## config.mk

```make
export PLATFORM = sky130hd
export DESIGN_NAME = float_to_fixed_converter
export DESIGN_NICKNAME = d
export VERILOG_FILES = /design/src/hdl/f2f_pkg.sv /design/src/hdl/f2f_cfg.sv /design/src/hdl/f2f_core.sv /design/src/hdl/float_to_fixed_converter.sv
export SDC_FILE = /design/constraint.sdc
export NUM_CORES = 1
export LEC_CHECK = 0
export BUFFER_PORTS_ARGS = -buffer_cell sky130_fd_sc_hd__buf_2
export CAP_MARGIN = 15
export CORE_ASPECT_RATIO = 1.5
export CORE_MARGIN = 8
export CORE_UTILIZATION = 35
export DETAILED_ROUTE_END_ITERATION = 10
export SETUP_SLACK_MARGIN = 0.4
export SYNTH_ARGS = -nofsm -noshare
export SYNTH_HDL_FRONTEND = slang
export SYNTH_SLANG_ARGS = --single-unit
```

## constraint.sdc

```tcl
create_clock -name clk -period 6 [get_ports clk]
set_input_delay 0.9 -clock clk [delete_from_list [all_inputs] [get_ports clk]]
set_output_delay 0.9 -clock clk [all_outputs]
set_load 0.02 [all_outputs]
```

## src/hdl/f2f_pkg.sv

```systemverilog
package f2f_pkg;

    localparam int FLOAT_W = 32;
    localparam int FIXED_W = 32;
    localparam int FRAC_W = 5;
    localparam int EXPO_W = 8;
    localparam int MANT_W = 23;
    localparam int SHIFT_W = 10;
    localparam int APB_DATA_W = 32;
    localparam int APB_ADDR_W = 3;
    localparam int REG_IDX_W = 1;

    localparam logic [FRAC_W-1:0] FRAC_BITS_RESET = 5'd16;
    localparam logic [EXPO_W-1:0] EXPO_MAX = 8'd255;
    localparam logic [EXPO_W-1:0] EXPO_ZERO = 8'd0;
    localparam logic signed [SHIFT_W-1:0] SHIFT_BASE = 10'sd150;
    localparam logic signed [SHIFT_W-1:0] MAX_RIGHT = 10'sd23;
    localparam logic signed [SHIFT_W-1:0] MAX_LEFT = -10'sd7;
    localparam logic [FIXED_W-1:0] POS_SAT = 32'h7fff_ffff;
    localparam logic [FIXED_W-1:0] NEG_SAT = 32'h8000_0000;

    localparam logic [REG_IDX_W-1:0] REG_FRAC_BITS = 1'b0;

    typedef struct packed {
        logic [FRAC_W-1:0] frac_bits;
    } f2f_cfg_t;

endpackage

```

## src/hdl/f2f_cfg.sv

```systemverilog
module f2f_cfg
(
    input  logic                             clk,
    input  logic                             rst_n,
    input  logic                             psel,
    input  logic                             penable,
    input  logic                             pwrite,
    input  logic [f2f_pkg::APB_ADDR_W-1:0]   paddr,
    input  logic [f2f_pkg::APB_DATA_W-1:0]   pwdata,
    output logic [f2f_pkg::APB_DATA_W-1:0]   prdata,
    output logic                             pready,
    output f2f_pkg::f2f_cfg_t                cfg
);
    import f2f_pkg::*;

    logic [FRAC_W-1:0] frac_bits_reg;
    logic [FRAC_W-1:0] frac_bits_next;
    logic [REG_IDX_W-1:0] reg_idx;
    logic write_en;

    assign pready = 1'b1;
    assign reg_idx = paddr[APB_ADDR_W-1:2];
    assign write_en = psel && penable && pwrite && pready;

    always_comb
    begin
        frac_bits_next = frac_bits_reg;
        if (write_en && reg_idx == REG_FRAC_BITS)
        begin
            frac_bits_next = pwdata[FRAC_W-1:0];
        end
    end

    always_ff @(posedge clk or negedge rst_n)
    begin
        if (!rst_n)
        begin
            frac_bits_reg <= FRAC_BITS_RESET;
        end
        else
        begin
            frac_bits_reg <= frac_bits_next;
        end
    end

    always_comb
    begin
        prdata = '0;
        unique case (reg_idx)
            REG_FRAC_BITS: prdata = {{(APB_DATA_W-FRAC_W){1'b0}}, frac_bits_reg};
            default:       prdata = '0;
        endcase
    end

    assign cfg.frac_bits = frac_bits_reg;

endmodule

```

## src/hdl/f2f_core.sv

```systemverilog
module f2f_core
(
    input  logic                           clk,
    input  logic                           rst_n,
    input  f2f_pkg::f2f_cfg_t              cfg,
    input  logic                           s_axis_tvalid,
    output logic                           s_axis_tready,
    input  logic [f2f_pkg::FLOAT_W-1:0]    s_axis_tdata,
    output logic                           m_axis_tvalid,
    input  logic                           m_axis_tready,
    output logic [f2f_pkg::FIXED_W-1:0]    m_axis_tdata
);
    import f2f_pkg::*;

    logic                 in_valid_reg;
    logic                 in_valid_next;
    logic [FLOAT_W-1:0]   in_data_reg;
    logic                 out_valid_reg;
    logic                 out_valid_next;
    logic [FIXED_W-1:0]   out_data_reg;
    logic                 out_load;
    logic                 in_load;

    logic                 sign;
    logic [EXPO_W-1:0]    expo;
    logic [MANT_W-1:0]    mant;
    logic [MANT_W:0]      mag;
    logic signed [SHIFT_W-1:0] shift;
    logic signed [SHIFT_W-1:0] left_amt;
    logic [FIXED_W-1:0]   mag_shifted;
    logic [FIXED_W-1:0]   result;

    // The result register takes a new item whenever it is empty or drained.
    assign out_load = !out_valid_reg || m_axis_tready;
    assign s_axis_tready = !in_valid_reg || out_load;
    assign in_load = s_axis_tvalid && s_axis_tready;

    assign sign = in_data_reg[FLOAT_W-1];
    assign expo = in_data_reg[FLOAT_W-2:MANT_W];
    assign mant = in_data_reg[MANT_W-1:0];
    assign mag = {1'b1, mant};
    assign shift = SHIFT_BASE - $signed({2'b00, expo})
                   - $signed({{(SHIFT_W-FRAC_W){1'b0}}, cfg.frac_bits});
    assign left_amt = -shift;

    always_comb
    begin
        if (shift >= 0)
        begin
            mag_shifted = {{(FIXED_W-MANT_W-1){1'b0}}, mag >> shift[4:0]};
        end
        else
        begin
            mag_shifted = {{(FIXED_W-MANT_W-1){1'b0}}, mag} << left_amt[2:0];
        end
    end

    always_comb
    begin
        if (expo == EXPO_MAX)
        begin
            if (mant != '0)
            begin
                result = '0;
            end
            else
            begin
                result = sign ? NEG_SAT : POS_SAT;
            end
        end
        else if (expo == EXPO_ZERO || shift > MAX_RIGHT)
        begin
            result = '0;
        end
        else if (shift < MAX_LEFT)
        begin
            result = sign ? NEG_SAT : POS_SAT;
        end
        else
        begin
            result = sign ? (FIXED_W'(0) - mag_shifted) : mag_shifted;
        end
    end

    always_comb
    begin
        in_valid_next = in_valid_reg;
        if (s_axis_tready)
        begin
            in_valid_next = s_axis_tvalid;
        end
        out_valid_next = out_valid_reg;
        if (out_load)
        begin
            out_valid_next = in_valid_reg;
        end
    end

    always_ff @(posedge clk or negedge rst_n)
    begin
        if (!rst_n)
        begin
            in_valid_reg  <= 1'b0;
            out_valid_reg <= 1'b0;
        end
        else
        begin
            in_valid_reg  <= in_valid_next;
            out_valid_reg <= out_valid_next;
        end
    end

    always_ff @(posedge clk)
    begin
        if (in_load)
        begin
            in_data_reg <= s_axis_tdata;
        end
        if (out_load && in_valid_reg)
        begin
            out_data_reg <= result;
        end
    end

    assign m_axis_tvalid = out_valid_reg;
    assign m_axis_tdata = out_data_reg;

    assert property (@(posedge clk) disable iff (!rst_n)
        !s_axis_tready |-> (in_valid_reg && out_valid_reg && !m_axis_tready))
    else $error("input stage stalled without a blocked result");

    assert property (@(posedge clk) disable iff (!rst_n)
        (out_load && in_valid_reg && expo == EXPO_MAX && mant != '0)
        |=> (m_axis_tvalid && m_axis_tdata == '0))
    else $error("NaN did not convert to zero");

    assert property (@(posedge clk) disable iff (!rst_n)
        (out_load && in_valid_reg && expo == EXPO_ZERO)
        |=> (m_axis_tvalid && m_axis_tdata == '0))
    else $error("zero or denormal did not convert to zero");

    assert property (@(posedge clk) disable iff (!rst_n)
        (out_load && in_valid_reg && !sign && expo != EXPO_MAX)
        |=> !m_axis_tdata[FIXED_W-1])
    else $error("positive input gave a negative result");

endmodule

```

## src/hdl/float_to_fixed_converter.sv

```systemverilog
// Converts IEEE 754 single-precision bit patterns into signed 32-bit
// fixed-point values with a programmable number of fraction bits.
// Items enter on the s_axis channel (tdata holds float_bits) and leave on
// the m_axis channel (tdata holds fixed_value), one result per item, in order.
// The frac_bits register sits at byte address 0 of the APB port and resets
// to 16; write it only while no items are in flight.
// An item passes through an input register and then a result register before
// its result is offered on m_axis.
// One item per cycle is sustained while m_axis_tready is high; the conversion
// is one pass of shift, compare and negate logic between those two registers.
// When the receiver stalls, the result register holds its item and the
// input register can still take one more item before s_axis_tready drops.
// Reset empties both registers and restores frac_bits.
module float_to_fixed_converter
(
    input  logic                           clk,
    input  logic                           rst_n,
    input  logic                           psel,
    input  logic                           penable,
    input  logic                           pwrite,
    input  logic [f2f_pkg::APB_ADDR_W-1:0] paddr,
    input  logic [f2f_pkg::APB_DATA_W-1:0] pwdata,
    output logic [f2f_pkg::APB_DATA_W-1:0] prdata,
    output logic                           pready,
    input  logic                           s_axis_tvalid,
    output logic                           s_axis_tready,
    // float_bits [31:0]
    input  logic [f2f_pkg::FLOAT_W-1:0]    s_axis_tdata,
    output logic                           m_axis_tvalid,
    input  logic                           m_axis_tready,
    // fixed_value [31:0]
    output logic [f2f_pkg::FIXED_W-1:0]    m_axis_tdata
);
    import f2f_pkg::*;

    f2f_cfg_t cfg;

    f2f_cfg u_cfg
    (
        .clk     (clk),
        .rst_n   (rst_n),
        .psel    (psel),
        .penable (penable),
        .pwrite  (pwrite),
        .paddr   (paddr),
        .pwdata  (pwdata),
        .prdata  (prdata),
        .pready  (pready),
        .cfg     (cfg)
    );

    f2f_core u_core
    (
        .clk           (clk),
        .rst_n         (rst_n),
        .cfg           (cfg),
        .s_axis_tvalid (s_axis_tvalid),
        .s_axis_tready (s_axis_tready),
        .s_axis_tdata  (s_axis_tdata),
        .m_axis_tvalid (m_axis_tvalid),
        .m_axis_tready (m_axis_tready),
        .m_axis_tdata  (m_axis_tdata)
    );

endmodule

```

==> results of run 1 <==
stage by stage:
stage               cells  hold WS (ns)
CTS                  1120         0.377
detailed placement   1104         0.481
global placement     1104         0.473
global route         1120         0.387
floorplan             818         0.449
finish               1120         0.381
power groups by stage:
| stage | clock network, mW | logic, mW | registers, mW |
|---|---|---|---|
| after floorplan | 0 | 1.94 | 0.717 |
| after global placement | 0 | 2.66 | 0.676 |
| after detailed placement | 0 | 2.65 | 0.678 |
| after CTS | 0.594 | 2.67 | 0.668 |
| after global routing | 0.609 | 2.93 | 0.674 |
| final | 0.579 | 2.72 | 0.667 |
cell type report:
type                       count  area, µm²
fill                        2089      12200
multi-input combinational    645       4550
sequential                    71       2100
timing repair buffer         104        577
tap                          264        330
clock buffer                  10        229
clock inverter                 6       85.1
inverter                      20       75.1
per-layer routing:
layer  up-vias  part of all wire (%)  wire length (µm)  global-route usage (%)
li1       3105                     -                 -                       -
met1      3071                    39              9090                    20.0
met2       267                    49             11600                    31.5
met3        69                   5.5              1280                    4.01
met4         0                   6.3              1490                    12.9
met5         -                     0                 0                       0
cell families (layout without fill, tap and decap cells):
kind of cell / count (synthesis) / count (layout)
multiplexers: 98 / 98
buffers and inverters: 102 / 140
AO/OA/AOI/OAI: 245 / 245
adder cells (fa/ha/maj): 13 / 13
flip-flops: 71 / 71
XOR/XNOR: 21 / 21
other: 2 / 28
AND/OR/NAND/NOR: 240 / 240
critical path, delay by kind of cell, from the launching register on:
family | cells | cell delay [ns]
fa+ha+maj | 3 | 1.38
compound gates | 2 | 0.49
mux | 5 | 1.17
flops | 1 | 0.45
buf+inv | 4 | 0.59
simple gates | 3 | 0.98
path summary, 6_finish.rpt:
path,startpoint,to,slack (ns),cells after the start
min in group clk,u_core.in_valid_reg,u_core.m_axis_tvalid,0.49,1
max in group asynchronous,rst_n,u_cfg.cfg[4],5.38,1
worst max-delay path,u_core.in_data_reg[23],u_core.m_axis_tdata[23],0.69,17
worst max register to register,u_core.in_data_reg[23],u_core.m_axis_tdata[23],0.69,17
worst min-delay path,rst_n,u_core.m_axis_tvalid,0.38,1
worst min register to register,u_core.in_valid_reg,u_core.m_axis_tvalid,0.49,1
repair_timing:
| item | 4_1_cts | 5_1_grt |
|---|---|---|
| gates resized for setup | 0 | 4 |
| setup endpoints to repair | 0 | 18 |
| buffers inserted | 0 | 0 |
cells in the mapped netlist (all sizes together) (15+ instances only):
master,count
edfxtp,64
nand3,22
a31oi,17
o211ai,15
mux2i,61
o21ai,57
clkbuf,27
buf,55
inv,20
nor2,52
nand2,64
mux2,26
a21oi,64
nor3,22
==> metrics.csv, run 1 <==
stage,metric,value,unit
floorplan,io_pins,141,
setup_path,endpoint_kind,flop,
placed_design,placed_cell_area,7620,µm²
yosys,synth_edf_count,64,
clock_network,cts_buffers,9,
global_routing,overflow,0,
sta,min_period_over_period,88.5,%
setup_path,arrival,5.41,ns
cells_and_area,drive_gt1_share,22.5,%
drt,via_count,6512,
sta,layout_setup_ws,0.690,ns
floorplan,row_count,64,
floorplan,die_w,132,µm
yosys,synthXorXnorAreaFrac,2.70,%
global_routing,grt_pass1_vias,6352,
yosys,synth_top_area_cell,edfxtp_1,
clock_network,clock-sinks,71,
power_and_ir_drop,clockPowerShare,14.6,%
yosys,ys_seq_elements,71,
drt,post_drt_wl_per_cell,21.0,µm
power_and_ir_drop,internal_power,1.95,mW
setup_path,cpMaxStageDelayCell,fa_1,
clock_network,cts.clk_slew.worst_paths,0.06,ns
clock_network,cts_tree,built,
yosys,synthFlopType,edfxtp_1,
setup_path,crit_type,reg2reg,
run_status,outcome,finished clean,
floorplan,dieArea,25200,µm²
setup_path,start_kind,flop,
global_routing,grt_max_degree,41,
sta,fin_crit,5.31,ns
sta,slew_viol_final,0,
sta,max_freq,188,MHz
worst_hold_path,hold_class,in2async,
cells_and_area,areaGrowthSynthToFinish,12.1,%
sta,setup_tns,0,ns
placed_design,pre_cts_ws,0.549,ns
clock_network,clock_path_buffers,2,
yosys,synthTopCellsByArea,"edfxtp_1 (27%), mux2i_1 (8.6%), a21oi_1 (4.4%)",
cells_and_area,final_common_cell,buf_2,
power_and_ir_drop,sequentialPowerShare,16.8,%
drt,wl,23500,µm
power_and_ir_drop,p_leak,3.17,nW
drt,via_per_inst,5.81,
yosys,synth_compound_area_share,23.4,%
yosys,netlist_instances,792,
drt,antenna_left,0,
clock_network,postCtsHoldBufs,0,
yosys,synth-simple-area-share,17.9,%
sta,relSlewSlack,41.8,%
yosys,synth_cell_type_count,88,
setup_path,critPathMaxStageDelay,0.63,ns
global_routing,globalRouteTotalUtil,18.4,%
power_and_ir_drop,power.density,499,nW/µm²
yosys,synth_fa_ha_area_share,2.40,%
yosys,ys_seq_area_share,29.6,%
clock_network,root_buffer,clkbuf_16,
drt,post-route-drc-count,0,
sta,skew,0.00710,ns
drt,initialDrtViolationCount,514,
placed_design,port_buffers,83,
clock_network,htree_levels,3,
floorplan,die_h,190,µm
setup_path,crit_fanout,22,
floorplan,coreArea,20200,µm²
yosys,syn-cell-area,7090,µm²
power_and_ir_drop,p_switching,2.02,mW
yosys,yosysWarnings,0,
yosys,synthArstFlopShare,9.86,%
setup_path,required,6.10,ns
drt,drt-pass1-iter-count,5,
sta,worst_pin_slew,0.852,ns
run,maxCapViolations,0,
clock_network,worstSkewPairLatency,0.35,ns
yosys,synth.top_cell.area_share,27.1,%
sta,hold_viol_final,0,
setup_path,crit_path_cell_trace,"inv_1, ha_1, inv_1, fa_1, inv_1, ha_2, buf_4, mux2_2, mux2_2, mux2i_1, o21ai_0, nor3b_1, mux2i_1, nor4_4, and3_1, mux2i_1, a221o_1",
sta,setup_viol,0,
cells_and_area,layout.nets,938,
cells_and_area,fin_util,39.4,%
global_routing,grt_first_pass_wirelength,36500,µm
global_routing,antenna_found_initial,0,
power_and_ir_drop,ir_drop,0.195,mV
sta,rsz0062_at_grt,true,
cells_and_area,final_area,7940,µm²
cells_and_area,final_cell_mix,"buf_2 (83), edfxtp_1 (64), a21oi_1 (63)",
placed_design,dpl.hpwl,18600,µm
power_and_ir_drop,p_total,3.97,mW
power_and_ir_drop,switching_share,50.9,%
power_and_ir_drop,comb_power_share,68.6,%
cells_and_area,num_antenna_cells,0,
yosys,synth_top_family_by_area,compound AO/OA/AOI/OAI gates,
placed_design,globalplace.congestion,0.957,
yosys,synthMuxAreaShare,16.2,%
yosys,avgSynthCellArea,8.95,µm²
floorplan,initial_core_util,35.1,%
(Power assumes the default switching activity.)
==> inputs of run 2 (changes only) <==
--- a/config.mk
+++ b/config.mk
@@ -5,12 +5,13 @@
 export SDC_FILE = /design/constraint.sdc
 export NUM_CORES = 1
 export LEC_CHECK = 0
-export BUFFER_PORTS_ARGS = -buffer_cell sky130_fd_sc_hd__buf_2
 export CAP_MARGIN = 15
 export CORE_ASPECT_RATIO = 1.5
 export CORE_MARGIN = 8
 export CORE_UTILIZATION = 35
 export DETAILED_ROUTE_END_ITERATION = 10
+export DONT_BUFFER_PORTS = 1
+export RECOVER_POWER = 100
 export SETUP_SLACK_MARGIN = 0.4
 export SYNTH_ARGS = -nofsm -noshare
 export SYNTH_HDL_FRONTEND = slang
==> metrics.csv, run 2 (synthesized netlist as in run 1, its figures left out) <==
stage,metric,value,unit,change
setup_path,reg2reg_depth,16,,-1
placed_design,dpl.hpwl,18600,µm,-0.11%
clock_network,postCtsHoldBufs,0,,unchanged
placed_design,pre_cts_ws,0.599,ns,+0.0496 ns
global_routing,grt_max_degree,45,,+9.8%
sta,whs,0.240,ns,-0.141 ns
drt,drt-pass1-iter-count,5,,unchanged
floorplan,initial_core_util,35.1,%,unchanged
setup_path,crit_path_frequent_cell,inv_1,,
cells_and_area,multi_input_area,4530,µm²,-0.44%
setup_path,crit_path_cell_trace,"inv_1, ha_1, inv_1, fa_1, inv_1, ha_1, buf_4, mux4_2, nor3b_1, a31oi_1, o32a_1, nor4_4, clkbuf_1, nand2_1, or4_1, nand3_1",,
cells_and_area,areaGrowthSynthToFinish,5.44,%,
sta,layout_setup_ws,0.560,ns,-0.130 ns
placed_design,globalplace.congestion,0.983,,+2.7%
placed_design,dp.cells,1023,,-7.3%
cells_and_area,final_area,7470,µm²,-5.9%
power_and_ir_drop,power.density,520,nW/µm²,+4.1%
sta,worst_pin_slew,1.79,ns,+0.940 ns
clock_network,root_buffer,clkbuf_16,,
cells_and_area,fin_util,37.0,%,-2.3 points
cells_and_area,num_antenna_cells,0,,unchanged
floorplan,dieArea,25200,µm²,unchanged
drt,post_drt_wl_per_cell,22.7,µm,+8.1%
clock_network,cts_tree,built,,
setup_path,required,6.21,ns,+0.11 ns
sta,min_period_over_period,90.7,%,+2.2 points
sta,hold_viol_final,0,,unchanged
global_routing,antenna_found_initial,0,,unchanged
setup_path,worst-path-buf-inv,5,,+1
setup_path,arrival,5.65,ns,+0.24 ns
sta,slew_viol_final,66,,+66
run,maxCapViolations,2,,+2
clock_network,postCtsSetupBuffers,0,,unchanged
sta,fin_crit,5.44,ns,+0.130 ns
placed_design,port_buffers,0,,-100%
global_routing,globalRouteTotalUtil,18.3,%,-0.049 points
run_status,outcome,"finished, violations left",,
setup_path,cp.depth,16,,-1
sta,max_freq,184,MHz,-2.4%
clock_network,cts_resized,0,,unchanged
floorplan,coreArea,20200,µm²,unchanged
clock_network,clock-sinks,71,,unchanged
setup_path,endpoint,u_core.m_axis_tdata[26],,
global_routing,overflow,0,,unchanged
power_and_ir_drop,p_leak,2.79,nW,-12%
cells_and_area,drive_gt1_share,13.0,%,-9.5 points
clock_network,htree_levels,3,,unchanged
drt,via_count,6207,,-4.7%
drt,via_per_inst,5.98,,+2.8%
setup_path,start_kind,flop,,
clock_network,cts.clk_slew.worst_paths,0.06,ns,about the same
drt,initialDrtViolationCount,509,,-0.97%
sta,relSlewSlack,-19.5,%,-61 points
floorplan,row_count,64,,unchanged
placed_design,placed_cell_area,7220,µm²,-5.3%
setup_path,reg2reg_setup_slack,0.56,ns,-0.13 ns
cells_and_area,final_cell_mix,"edfxtp_1 (64), a21oi_1 (63), nand2_1 (62)",,
sta,rsz0062_at_grt,false,,
setup_path,crit-reg2reg-capture,u_core.m_axis_tdata[26],,
global_routing,grt_first_pass_wirelength,36000,µm,-1.4%
setup_path,endpoint_kind,flop,,
clock_network,clock_path_buffers,2,,unchanged
setup_path,critPathLaunch,u_core.in_data_reg[23],,
clock_network,worstSkewPairLatency,0.35,ns,about the same
setup_path,r2r-start,u_core.in_data_reg[23],,
cells_and_area,final_common_cell,edfxtp_1,,
drt,wl,23500,µm,+0.18%
worst_hold_path,hold_class,in2async,,
drt,post-route-drc-count,0,,unchanged
floorplan,die_w,132,µm,unchanged
setup_path,cpMaxStageDelayCell,fa_1,,
global_routing,grt_pass1_vias,6144,,-3.3%
setup_path,critPathMaxStageDelay,0.62,ns,about the same
drt,antenna_left,0,,unchanged
cells_and_area,regArea,2100,µm²,unchanged
power_and_ir_drop,p_total,3.88,mW,-2.1%
power_and_ir_drop,ir_drop,0.178,mV,-8.6%
setup_path,crit_fanout,17,,-23%
cells_and_area,fillCellCount,2086,,-0.14%
floorplan,io_pins,141,,unchanged
clock_network,cts_buffers,9,,unchanged
setup_path,crit_type,reg2reg,,
sta,setup_viol,0,,unchanged
sta,setup_tns,0,ns,unchanged
run_status,violations,"capacitance limit, slew limit",,
floorplan,die_h,190,µm,unchanged
sta,skew,0.00538,ns,-0.00172 ns
cells_and_area,layout.nets,857,,-8.6%
setup_path,path_delay_family,adder cells,,
cells_and_area,finalNonFillerCells,1038,,-7.3%
## run 2: changes by cell type in the layout (fill, tap and decap cells not counted), moves of 3 or more
| cell | before | now |
|---|---|---|
| and2_1 | 3 | 0 |
| buf_2 | 83 | 0 |
| and2_0 | 0 | 3 |
| mux2_2 | 26 | 23 |
| mux2_1 | 0 | 3 |
| o21ai_1 | 9 | 6 |
| clkbuf_1 | 1 | 6 |
## run 2: area by class of cell
cell class,count,area share (%)
multi-input cells,645,60.6
flip-flops and latches,71,28.1
well taps,264,4.42
clock buffers,12,3.16
repair buffers,23,2.16
inverters,20,1.00
clock inverters,3,0.586
## run 2: report_power, final
part | internal (mW) | total (mW) | switching, mW
sequential | 0.635 | 0.731 | 0.0962
combinational | 0.919 | 2.63 | 1.71
clock | 0.320 | 0.521 | 0.201
total | 1.87 | 3.88 | 2.01
## run 2: worst min path at each step
| stage | start | slack (ns) | cells after the start | end |
|---|---|---|---|---|
| 2_1_floorplan | u_core.in_valid_reg | 0.45 | 1 | u_core.m_axis_tvalid |
| 5_1_grt | rst_n | 0.22 | 0 | u_core.m_axis_tvalid |
| 4_1_cts | rst_n | 0.22 | 0 | u_cfg.cfg[1] |
| 6_report | rst_n | 0.24 | 0 | u_core.in_valid_reg |
| 3_5_place_dp | u_cfg.cfg[3] | 0.49 | 1 | u_cfg.cfg[3] |
| 3_3_place_gp | u_core.in_valid_reg | 0.47 | 1 | u_core.m_axis_tvalid |
## run 2: per-layer routing
| layer | wire length [µm] | GRT usage [%] | vias up |
|---|---|---|---|
| li1 | - | - | 2946 |
| met1 | 9120 | 19.5 | 2923 |
| met2 | 11700 | 31.6 | 257 |
| met3 | 1200 | 3.88 | 81 |
| met4 | 1560 | 13.8 | 0 |
| met5 | 0 | 0 | - |
==> inputs of run 3 (changes only) <==
--- a/config.mk
+++ b/config.mk
@@ -15,4 +15,5 @@
 export SETUP_SLACK_MARGIN = 0.4
 export SYNTH_ARGS = -nofsm -noshare
 export SYNTH_HDL_FRONTEND = slang
+export SYNTH_HIERARCHICAL = 1
 export SYNTH_SLANG_ARGS = --single-unit
==> metrics.csv, run 3 <==
stage,metric,value,unit,change
run_status,outcome,"finished, violations left",,
run_status,violations,"capacitance limit, slew limit",,
clock_network,cts_tree,built,,
yosys,synth_top_area_cell,edfxtp_1,,
clock_network,worstSkewPairLatency,0.35,ns,about the same
setup_path,crit_fanout,14,,-3
global_routing,grt_pass1_vias,5969,,-2.8%
yosys,yosysWarnings,6,,+6
drt,antenna_left,0,,unchanged
setup_path,cpMaxStageDelayCell,ha_1,,
setup_path,crit_path_frequent_cell,inv_1,,
drt,post-route-drc-count,0,,unchanged
floorplan,initial_core_util,35.6,%,+0.49 points
setup_path,worst-path-buf-inv,4,,-1
yosys,synth_common_cells,"a21oi_1 (75), edfxtp_1 (64), nand2_1 (62)",,
setup_path,arrival,5.53,ns,-0.12 ns
floorplan,coreArea,20300,µm²,+0.79%
global_routing,overflow,0,,unchanged
floorplan,die_h,192,µm,+1.0%
cells_and_area,drive_gt1_share,16.0,%,+2.9 points
sta,setup_viol,0,,unchanged
setup_path,required,6.04,ns,-0.17 ns
run,maxCapViolations,2,,unchanged
drt,via_count,6065,,-2.3%
setup_path,crit_type,reg2reg,,
floorplan,die_w,133,µm,+0.96%
cells_and_area,regArea,2100,µm²,unchanged
yosys,ys_seq_area_share,29.0,%,-0.63 points
global_routing,grt_first_pass_wirelength,34700,µm,-3.6%
drt,wl,22700,µm,-3.3%
cells_and_area,fillCellCount,2154,,+3.3%
setup_path,path_delay_family,adder cells,,
placed_design,globalplace.congestion,0.915,,-6.9%
setup_path,critPathMaxStageDelay,0.64,ns,+0.02 ns
placed_design,dpl.hpwl,18200,µm,-2.0%
floorplan,row_count,64,,unchanged
sta,fin_crit,5.49,ns,+0.0545 ns
global_routing,antenna_found_initial,0,,unchanged
sta,rsz0062_at_grt,false,,
yosys,netlist_instances,785,,-0.88%
sta,min_period_over_period,91.6,%,+0.91 points
cells_and_area,layout.nets,853,,-0.47%
yosys,ys_seq_elements,71,,unchanged
power_and_ir_drop,power.density,529,nW/µm²,+1.8%
yosys,avgSynthCellArea,9.23,µm²,+3.1%
worst_hold_path,hold_class,in2async,,
sta,hold_viol_final,0,,unchanged
yosys,synthTopCellsByArea,"edfxtp_1 (27%), mux4_2 (7.2%), mux2i_1 (6.6%)",,
drt,drt-pass1-iter-count,5,,unchanged
power_and_ir_drop,ir_drop,0.185,mV,+4.1%
cells_and_area,num_antenna_cells,0,,unchanged
power_and_ir_drop,p_leak,2.79,nW,-0.27%
sta,slew_viol_final,66,,unchanged
sta,skew,0.00579,ns,+0.000408 ns
drt,initialDrtViolationCount,509,,unchanged
placed_design,placed_cell_area,7320,µm²,+1.4%
sta,max_freq,182,MHz,-0.99%
yosys,syn-cell-area,7240,µm²,+2.2%
clock_network,cts.clk_slew.worst_paths,0.06,ns,about the same
cells_and_area,final_common_cell,a21oi_1,,
clock_network,root_buffer,clkbuf_16,,
sta,worst_pin_slew,1.74,ns,-0.0491 ns
clock_network,clock-sinks,71,,unchanged
global_routing,grt_max_degree,44,,-2.2%
clock_network,postCtsSetupBuffers,0,,unchanged
cells_and_area,multi_input_area,4500,µm²,-0.55%
placed_design,port_buffers,0,,unchanged
sta,whs,0.245,ns,+0.00490 ns
global_routing,globalRouteTotalUtil,17.5,%,-0.87 points
power_and_ir_drop,p_total,4.00,mW,+3.1%
placed_design,pre_cts_ws,0.585,ns,-0.0136 ns
drt,via_per_inst,5.86,,-2.0%
yosys,synth.top_cell.area_share,26.5,%,-0.58 points
clock_network,htree_levels,3,,unchanged
yosys,synth_edf_count,64,,unchanged
clock_network,clock_path_buffers,2,,unchanged
yosys,synth_cell_type_count,93,,+5.7%
yosys,yosysMostFrequentCell,a21oi_1,,
setup_path,endpoint_kind,flop,,
setup_path,crit_path_cell_trace,"inv_1, ha_1, inv_1, fa_1, inv_1, ha_1, mux2_2, mux2i_1, nor2_1, a21oi_1, a21oi_1, nor4b_2, nand4b_1, buf_4, o41ai_1, xnor2_1, a21oi_2",,
yosys,synthFlopType,edfxtp_1,,
cells_and_area,final_area,7570,µm²,+1.2%
cells_and_area,areaGrowthSynthToFinish,4.46,%,
clock_network,cts_buffers,9,,unchanged
sta,layout_setup_ws,0.506,ns,-0.0545 ns
yosys,synthArstFlopShare,9.86,%,unchanged
drt,post_drt_wl_per_cell,22.0,µm,-3.0%
floorplan,io_pins,141,,unchanged
cells_and_area,final_cell_mix,"a21oi_1 (75), edfxtp_1 (64), nand2_1 (62)",,
sta,relSlewSlack,-16.2,%,+3.3 points
sta,setup_tns,0,ns,unchanged
floorplan,dieArea,25700,µm²,+2.0%
setup_path,start_kind,flop,,
==> run 3: changes by cell type in the layout (fill, tap and decap cells not counted), sizes merged, moves of 8 or more <==
cell,previous run,this run
a21oi,64,76
mux2i,61,48
nand3,22,37
mux4,11,23
o21ai,57,40
buf,20,28
==> run 3: kinds of logic (layout without fill, tap and decap cells) <==
group | count (synthesis) | after routing | share of synthesized area (%)
AO/OA/AOI/OAI | 218 | 218 | 19.9
XOR/XNOR | 20 | 20 | 2.52
adder cells (fa/ha/maj) | 13 | 13 | 2.35
buffers and inverters | 108 | 68 | 9.40
flip-flops | 71 | 71 | 29.0
multiplexers | 100 | 100 | 18.3
other | 2 | 28 | 0.104
AND/OR/NAND/NOR | 253 | 253 | 18.5
==> run 3: final timing paths <==
kind / from / to / slack, ns / cells past startpoint
max: u_core/in_data_reg[23] / u_core/m_axis_tdata[30] / 0.51 / 17
min: rst_n / u_cfg/cfg[2] / 0.24 / 0
max reg2reg: u_core/in_data_reg[23] / u_core/m_axis_tdata[30] / 0.51 / 17
min reg2reg: u_core/in_valid_reg / u_core/m_axis_tvalid / 0.49 / 1
max in group asynchronous: rst_n / u_cfg/cfg[4] / 5.58 / 0
min in group clk: u_core/in_valid_reg / u_core/m_axis_tvalid / 0.49 / 1
==> run 3: routing by layer <==
layer | vias to the layer above | GRT usage [%] | part of all wire, %
li1 | 2908 | - | -
met1 | 2883 | 18.4 | 38
met2 | 217 | 30.7 | 51
met3 | 57 | 3.14 | 4.9
met4 | 0 | 12.9 | 6.4
met5 | - | 0 | 0
==> run 3: power breakdown <==
| group | switching [mW] | leakage (nW) | internal [mW] |
|---|---|---|---|
| sequential | 0.0997 | 0.705 | 0.634 |
| combinational | 1.69 | 1.93 | 1.00 |
| clock | 0.215 | 0.150 | 0.364 |
| total | 2.00 | 2.79 | 2.00 |
==> run 3: cell type report <==
| type | count | area share, % |
|---|---|---|
| Clock inverter | 7 | 1.27 |
| Sequential cell | 71 | 27.7 |
| Multi-Input combinational cell | 632 | 59.5 |
| Timing Repair Buffer | 32 | 3.14 |
| Clock buffer | 9 | 2.98 |
| Tap cell | 264 | 4.37 |
| Inverter | 20 | 0.992 |
==> run 3: what timing repair did <==
item,CTS,global route
resized for setup,0,2
hold buffers,0,0
setup endpoints to repair,0,2
==> run 3: worst reg2reg max path, stage by stage (launching register included) <==
cell and delay [ns]:
edfxtp_1 0.44, inv_1 0.11, ha_1 0.29, inv_1 0.06, fa_1 0.61, inv_1 0.11
ha_1 0.64, mux2_2 0.42, mux2i_1 0.29, nor2_1 0.07, a21oi_1 0.39, a21oi_1 0.20
nor4b_2 0.35, nand4b_1 0.13, buf_4 0.21, o41ai_1 0.57, xnor2_1 0.23, a21oi_2 0.08
==> run 3: metrics by stage <==
step | cells | utilization, %
floorplan | 811 | -
global placement | 1019 | 36.0
detailed placement | 1019 | 36.0
CTS | 1035 | 37.6
global route | 1035 | 37.2
finish | 1035 | 37.2
